**src/sv/cls_pkg.sv**
```systemverilog
`timescale 1ns / 1ps
`default_nettype none

package cls_pkg;

	// field widths
	localparam int unsigned SizeW   = 32;
	localparam int unsigned LenW    = 17;
	localparam int unsigned TokenW  = 32;
	localparam int unsigned ResultW = 16;
	localparam int unsigned OpW     = 2;
	localparam int unsigned StatusW = 4;

	// register reset values and chunk clamp
	localparam logic [SizeW-1:0] TotalSizeReset  = 32'd1;
	localparam logic [LenW-1:0]  ChunkLimitReset = 17'd4096;
	localparam logic [LenW-1:0]  MaxChunk        = 17'd65536;

	// stream packing
	localparam int unsigned InDataW  = 88;
	localparam int unsigned OutDataW = 56;

	// configuration register indexes
	localparam int unsigned CfgIdxW = 1;
	localparam logic [CfgIdxW-1:0] RegTotalSize  = 1'b0;
	localparam logic [CfgIdxW-1:0] RegChunkLimit = 1'b1;

	typedef enum logic [OpW-1:0] {
		OP_NEXT    = 2'd0,
		OP_ACK     = 2'd1,
		OP_ABORT   = 2'd2,
		OP_RESTART = 2'd3
	} op_t;

	typedef enum logic [StatusW-1:0] {
		ST_OK        = 4'd0,
		ST_INVALID   = 4'd1,
		ST_ALREADY   = 4'd2,
		ST_BUSY      = 4'd3,
		ST_CANCELLED = 4'd4,
		ST_PROTOCOL  = 4'd5,
		ST_STALE     = 4'd6,
		ST_REMOTE    = 4'd7,
		ST_PIPE      = 4'd8
	} status_t;

	typedef struct packed {
		logic [SizeW-1:0]  committed_offset;
		logic [SizeW-1:0]  pending_offset;
		logic [LenW-1:0]   pending_length;
		logic [TokenW-1:0] awaited_token;
		logic              awaiting_ack;
		logic              load_done;
		logic              cleanup_flag;
	} seq_state_t;

	typedef struct packed {
		op_t                op;
		logic [TokenW-1:0]  token;
		logic [ResultW-1:0] partner_code;
		logic               peer_reset;
		logic [SizeW-1:0]   reported_left;
	} request_t;

	typedef struct packed {
		status_t          status;
		logic [SizeW-1:0] chunk_offset;
		logic [LenW-1:0]  chunk_length;
		logic             done_res;
		logic             needs_cleanup;
	} result_t;

endpackage

`default_nettype wire

```
**src/sv/cls_step.sv**
```systemverilog
`timescale 1ns / 1ps
`default_nettype none

module cls_step import cls_pkg::*; (
	input  wire seq_state_t       state,
	input  wire request_t         req,
	input  wire logic [SizeW-1:0] image_bytes,
	input  wire logic [LenW-1:0]  chunk_limit,
	output seq_state_t            state_next,
	output result_t               res
);

	logic [LenW-1:0]  limit_eff;
	logic [SizeW-1:0] left;
	logic [SizeW-1:0] expect_rem;
	logic [LenW-1:0]  grant_len;
	logic [SizeW-1:0] commit_end;

	// clamp the chunk limit into 1..65536
	always_comb begin
		if (chunk_limit == '0) begin
			limit_eff = LenW'(1);
		end else if (chunk_limit > MaxChunk) begin
			limit_eff = MaxChunk;
		end else begin
			limit_eff = chunk_limit;
		end
	end

	// chunk size and expected remainder
	always_comb begin
		left       = image_bytes - state.committed_offset;
		grant_len  = (left > {{(SizeW-LenW){1'b0}}, limit_eff}) ?
		             limit_eff : left[LenW-1:0];
		commit_end = state.pending_offset + {{(SizeW-LenW){1'b0}}, state.pending_length};
		expect_rem = image_bytes - commit_end;
	end

	// request decode and state update
	always_comb begin
		state_next       = state;
		res.status       = ST_OK;
		res.chunk_offset = '0;
		res.chunk_length = '0;
		case (req.op)
			OP_NEXT: begin
				if (req.token == '0) begin
					res.status = ST_INVALID;
				end else if (state.load_done) begin
					res.status = ST_ALREADY;
				end else if (state.awaiting_ack) begin
					res.status = ST_BUSY;
				end else if (state.cleanup_flag) begin
					res.status = ST_CANCELLED;
				end else if (state.committed_offset >= image_bytes) begin
					res.status = ST_PROTOCOL;
				end else begin
					state_next.pending_offset = state.committed_offset;
					state_next.pending_length = grant_len;
					state_next.awaited_token  = req.token;
					state_next.awaiting_ack   = 1'b1;
					res.chunk_offset          = state.committed_offset;
					res.chunk_length          = grant_len;
				end
			end
			OP_ACK: begin
				if (!state.awaiting_ack) begin
					res.status = ST_INVALID;
				end else if (req.token != state.awaited_token) begin
					res.status = ST_STALE;
				end else begin
					state_next.awaiting_ack = 1'b0;
					if (req.partner_code != '0) begin
						state_next.cleanup_flag = 1'b1;
						res.status              = ST_REMOTE;
					end else if (req.peer_reset) begin
						state_next.cleanup_flag = 1'b1;
						res.status              = ST_PIPE;
					end else if (req.reported_left != expect_rem) begin
						state_next.cleanup_flag = 1'b1;
						res.status              = ST_PROTOCOL;
					end else begin
						state_next.committed_offset = commit_end;
						state_next.pending_length   = '0;
						if (req.reported_left == '0) begin
							state_next.load_done = 1'b1;
						end
					end
				end
			end
			OP_ABORT: begin
				if (!state.load_done) begin
					if (state.awaiting_ack || state.committed_offset != '0 ||
					    state.pending_length != '0) begin
						state_next.cleanup_flag = 1'b1;
					end
					state_next.awaiting_ack = 1'b0;
				end
			end
			OP_RESTART: begin
				state_next = '0;
			end
			default: begin
				state_next = state;
			end
		endcase
		res.done_res      = state_next.load_done;
		res.needs_cleanup = state_next.cleanup_flag;
	end

endmodule

`default_nettype wire

```
**src/sv/chunked_load_sequencer.sv**
```systemverilog
`timescale 1ns / 1ps
`default_nettype none

// channel   direction  handshake                fields
// s_*       in         s_tvalid / s_tready      request: op, token, remote result, reset, size
// m_*       out        m_tvalid / m_tready      result: status, chunk, done, cleanup
// cfg_*     in         cfg_valid / cfg_ready    register index and write data
//
// one request per cycle sustained while the output is not stalled; a request is held
// in the input register and is evaluated against the sequencer state on its way to
// the output register, which holds the result until it is taken.
// reset clears the sequencer state and loads image size 1, chunk_limit 4096.
// a stalled output holds the result and stops the input register.
// configuration writes are always taken.

module chunked_load_sequencer import cls_pkg::*; (
	input  wire logic                clk,
	input  wire logic                arst_n,
	input  wire logic                s_tvalid,
	output logic                     s_tready,
	// token[31:0], partner_code[47:32], peer_reset[48], reported_left[80:49]
	input  wire logic [InDataW-1:0]  s_tdata,
	// op[1:0]
	input  wire logic [OpW-1:0]      s_tuser,
	output logic                     m_tvalid,
	input  wire logic                m_tready,
	// chunk_offset[31:0], chunk_length[48:32], done_res[49], needs_cleanup[50]
	output logic [OutDataW-1:0]      m_tdata,
	// status[3:0]
	output logic [StatusW-1:0]       m_tuser,
	input  wire logic                cfg_valid,
	output logic                     cfg_ready,
	input  wire logic [CfgIdxW-1:0]  cfg_index,
	input  wire logic [SizeW-1:0]    cfg_data
);

	logic             valid_s1;
	request_t         req_s1;
	logic             out_valid_q;
	result_t          out_q;
	seq_state_t       state_q;
	seq_state_t       state_next;
	result_t          res;
	logic [SizeW-1:0] image_bytes_q;
	logic [LenW-1:0]  chunk_limit_q;
	logic             advance;

	assign cfg_ready = 1'b1;
	assign advance   = valid_s1 && (!out_valid_q || m_tready);
	assign s_tready  = !valid_s1 || advance;

	// configuration registers
	always_ff @(posedge clk or negedge arst_n) begin
		if (!arst_n) begin
			image_bytes_q <= TotalSizeReset;
			chunk_limit_q <= ChunkLimitReset;
		end else if (cfg_valid) begin
			case (cfg_index)
				RegTotalSize:  image_bytes_q <= cfg_data;
				RegChunkLimit: chunk_limit_q <= cfg_data[LenW-1:0];
				default:       image_bytes_q <= image_bytes_q;
			endcase
		end
	end

	// input register
	always_ff @(posedge clk or negedge arst_n) begin
		if (!arst_n) begin
			valid_s1 <= 1'b0;
		end else if (s_tready) begin
			valid_s1 <= s_tvalid;
		end
	end

	always_ff @(posedge clk) begin
		if (s_tready && s_tvalid) begin
			req_s1.op            <= op_t'(s_tuser);
			req_s1.token         <= s_tdata[31:0];
			req_s1.partner_code  <= s_tdata[47:32];
			req_s1.peer_reset    <= s_tdata[48];
			req_s1.reported_left <= s_tdata[80:49];
		end
	end

	cls_step u_step (
		.state       (state_q),
		.req         (req_s1),
		.image_bytes (image_bytes_q),
		.chunk_limit (chunk_limit_q),
		.state_next  (state_next),
		.res         (res)
	);

	// sequencer state
	always_ff @(posedge clk or negedge arst_n) begin
		if (!arst_n) begin
			state_q <= '0;
		end else if (advance) begin
			state_q <= state_next;
		end
	end

	// output register
	always_ff @(posedge clk or negedge arst_n) begin
		if (!arst_n) begin
			out_valid_q <= 1'b0;
		end else if (advance) begin
			out_valid_q <= 1'b1;
		end else if (m_tready) begin
			out_valid_q <= 1'b0;
		end
	end

	always_ff @(posedge clk) begin
		if (advance) begin
			out_q <= res;
		end
	end

	assign m_tvalid = out_valid_q;
	assign m_tuser  = out_q.status;
	assign m_tdata  = {5'b0, out_q.needs_cleanup, out_q.done_res,
	                   out_q.chunk_length, out_q.chunk_offset};

endmodule

`default_nettype wire
```
**config.mk**
```make
export PLATFORM = sky130hd
export DESIGN_NAME = chunked_load_sequencer
export DESIGN_NICKNAME = d
export VERILOG_FILES = /design/src/sv/cls_pkg.sv /design/src/sv/cls_step.sv /design/src/sv/chunked_load_sequencer.sv
export SDC_FILE = /design/constraint.sdc
export NUM_CORES = 1
export LEC_CHECK = 0
export BUFFER_PORTS_ARGS = -buffer_cell sky130_fd_sc_hd__buf_4
export CAP_MARGIN = 20
export CORE_ASPECT_RATIO = 1.1
export CORE_MARGIN = 1
export CORE_UTILIZATION = 40
export CTS_CLUSTER_SIZE = 40
export DETAILED_ROUTE_END_ITERATION = 8
export SKIP_LAST_GASP = 1
export SYNTH_ARGS = -nofsm -noshare
export SYNTH_HDL_FRONTEND = slang
export SYNTH_SLANG_ARGS = --single-unit
```
**constraint.sdc**
```tcl
create_clock -name clk -period 15.04 [get_ports clk]
set_clock_uncertainty 0.15 [all_clocks]
set_input_delay 1.504 -clock clk [delete_from_list [all_inputs] [get_ports clk]]
set_output_delay 1.504 -clock clk [all_outputs]
set_load 0.02 [all_outputs]
```
==> results.json <==
{
  "rsz0062_at_grt": "no",
  "critPathLaunchType": "flop",
  "via_count": 14400,
  "rrSetupSlack_ps": 7020,
  "yosysMostFrequentCell": "dfrtp_1",
  "arrival_ps": 8230,
  "grt_max_degree": 84,
  "cts_tree": "yes",
  "crit_path_end_kind": "flop",
  "syn_to_final_growth_pct": 17.3,
  "clockRootBuffer": "clkbuf_16",
  "cts_setup_buffers": 0,
  "drive_above_1_share_pct": 16.9,
  "max_slew_margin_pct": 24.8,
  "required_ps": 15260,
  "via_per_inst": 5.76,
  "synth_warnings": 0,
  "synth_cells": 1738,
  "core_um2": 43700,
  "final_nets": 2127,
  "ios": 191,
  "cts.htree.levels": 2,
  "antenna_cells": 0,
  "final-hold-violation-count": 0,
  "yosys-top-cells-area": "edfxtp_1, dfrtp_1, ha_1, xor2_1, mux2_2",
  "globalplace.congestion": 0.918,
  "rows": 80,
  "synth-seq-area-share_pct": 46.5,
  "path_clk_slew_ps": 60,
  "dieArea_um2": 45600,
  "yosys.area.top_type": "edfxtp_1",
  "fmax_mhz": 125,
  "grt_antenna_before_repair": 0,
  "grt_pass1_vias": 14300,
  "clk_latency_ps": 550,
  "dr.pass1.iters": 5,
  "synth_commonest_cells": "dfrtp_1, nand2_1, edfxtp_1",
  "crit_type": "reg2reg",
  "ys_types": 88,
  "grt_overflow": 0,
  "ant_nets": 0,
  "power_density_nw_per_um2": 134,
  "cts_buffer_depth": 3,
  "synth_edf_count": 138,
  "syn_avg_cell_area_um2": 10.3,
  "setup_tns_ps": 0,
  "nFillCells": 4030,
  "numPortBuffers": 177,
  "run_status": "completed",
  "drt-initial-drc-count": 1169,
  "tightest_slew_ps": 1130,
  "worstReg2RegEnd": "state_q[99]",
  "min_path_cells": 2,
  "yosysTopAreaCellShare_pct": 23.2,
  "grt_usage_pct": 24.0,
  "setup_viol": 0,
  "holdPathEnd": "state_q[54]",
  "wl_per_cell_um": 21.8,
  "final_util_pct": 48.0,
  "hpwl_um": 42500,
  "hold_path_class": "reg2reg",
  "hp-start": "state_q[54]",
  "ir_worst_vdd_mv": 0.112,
  "die_h_um": 224,
  "reg2regPathDepth": 23,
  "ys_ff_latch": 305,
  "finalMaxSlewViolations": 0,
  "drc": 0,
  "period_needed_ps": 8020,
  "async_flop_share_pct": 54.8,
  "grt_pass1_wl_um": 83700,
  "clock_sinks": 305,
  "period_share_pct": 53.3,
  "drv_cap": 0,
  "die_width_um": 204,
  "hold_buffers": 0,
  "cts_resized": 0,
  "cts_made_buffers": 36,
  "power.leakage_nw": 8.71,
  "r2r_start": "state_q[37]",
  "wl_um": 54500,
  "syn_area_um2": 17900,
  "crit_fanout": 12,
  "synth_flop_cell": "dfrtp_1",
  "start_util_pct": 40.9
}
stage by stage:
stage / cell area [µm²] / setup WS (ps) / hold slack (ps) / instances / power [mW]
global placement: 19700 / 6800 / 316 / 2432 / 1.92
floorplan: 17900 / 8970 / 300 / 1742 / 1.64
finish: 21000 / 7020 / 338 / 2501 / 2.81
global route: 21000 / 6650 / 360 / 2501 / 2.96
detailed placement: 19800 / 6750 / 329 / 2433 / 1.93
CTS: 21000 / 6700 / 342 / 2499 / 2.82
flip-flops by register name, indices dropped and copies added, names as in the netlist:
name / cells
image_bytes_q: 32
valid_s1: 1
m_tvalid: 1
state_q: 116
m_tdata: 51
chunk_limit_q: 17
req_s1: 83
m_tuser: 4
how the worst max path moves through the flow:
stage | start | end | slack (ps) | cells past startpoint
global placement | state_q[37] | state_q[110] | 6800 | 22
finish | state_q[37] | state_q[99] | 7020 | 23
detailed placement | state_q[37] | state_q[110] | 6750 | 22
floorplan | state_q[35] | m_tuser[0] | 8970 | 28
global route | state_q[37] | state_q[99] | 6650 | 23
CTS | state_q[37] | state_q[110] | 6700 | 22
area by class of cell:
| type | count | area [µm²] | share of cell area [%] |
|---|---|---|---|
| multi-input combinational | 1286 | 8980 | 42.8 |
| sequential | 305 | 8330 | 39.7 |
| timing repair buffer | 191 | 1470 | 7.00 |
| clock buffer | 45 | 965 | 4.60 |
| tap | 574 | 718 | 3.42 |
| inverter | 79 | 297 | 1.41 |
| clock inverter | 21 | 231 | 1.10 |
cell usage in the layout, fill, tap and decap left out, types with 7 or more instances in the layout:
| master | count |
|---|---|
| a221o_1 | 12 |
| a31oi_1 | 10 |
| and3_1 | 12 |
| dfrtp_1 | 165 |
| edfxtp_1 | 138 |
| buf_4 | 187 |
| clkbuf_16 | 36 |
| o21ai_0 | 94 |
| o21a_1 | 8 |
| a21o_1 | 28 |
| o2111ai_1 | 8 |
| nand4_1 | 37 |
| nand2b_1 | 12 |
| nor4_1 | 54 |
| a21oi_1 | 99 |
| xor2_1 | 71 |
| o2bb2ai_1 | 17 |
| nor3_1 | 30 |
| o31ai_1 | 7 |
| inv_1 | 77 |
| mux2i_1 | 24 |
| and2_1 | 16 |
| o211ai_1 | 13 |
| nand3_1 | 44 |
| nand2_1 | 142 |
| a22o_1 | 33 |
| o311ai_1 | 7 |
| xnor2_1 | 54 |
| mux2_2 | 50 |
| nor2_1 | 128 |
| ha_1 | 97 |
| or3_1 | 9 |
| nor2b_1 | 15 |
| a211oi_1 | 12 |
| o32ai_1 | 13 |
cell families after synthesis:
kind of cell             share of synthesized area (%)
flip-flops                                        46.5
AO/OA/AOI/OAI                                     16.7
buffers and inverters                             3.54
adder cells (fa/ha/maj)                           7.12
XOR/XNOR                                          6.38
other                                           0.0420
multiplexers                                      4.57
AND/OR/NAND/NOR                                   15.1
power by group:
| group | total, mW | internal (mW) | switching, mW |
|---|---|---|---|
| clock network | 0.878 | 0.515 | 0.363 |
| logic | 0.907 | 0.357 | 0.550 |
| registers | 1.02 | 0.949 | 0.0740 |
| total | 2.81 | 1.82 | 0.987 |
routing by layer:
metal,track usage (%),vias to the layer above,wire [µm]
li1,-,6812,-
met1,32.6,7067,24700
met2,39.3,466,25700
met3,3.83,64,2900
met4,6.52,0,1220
met5,0,-,0
worst max-delay path, cell delays in order, from the launching register on:
cell and delay, ps:
dfrtp_1 480, ha_1 390, nor2b_1 160, o31a_1 270
o41a_1 370, a21o_1 230, a211oi_1 390, o211ai_1 200
o211a_1 210, nand3_1 200, nor2_1 90, xnor2_1 240
ha_1 390, a21oi_1 360, o211ai_1 180, and4_1 270
a2111oi_0 330, nor4bb_1 730, nand4b_1 170, nor4_1 230
nand4_1 230, nand2b_1 450, a21oi_1 860, o32ai_1 230
Power figures use the tool's default switching activity.
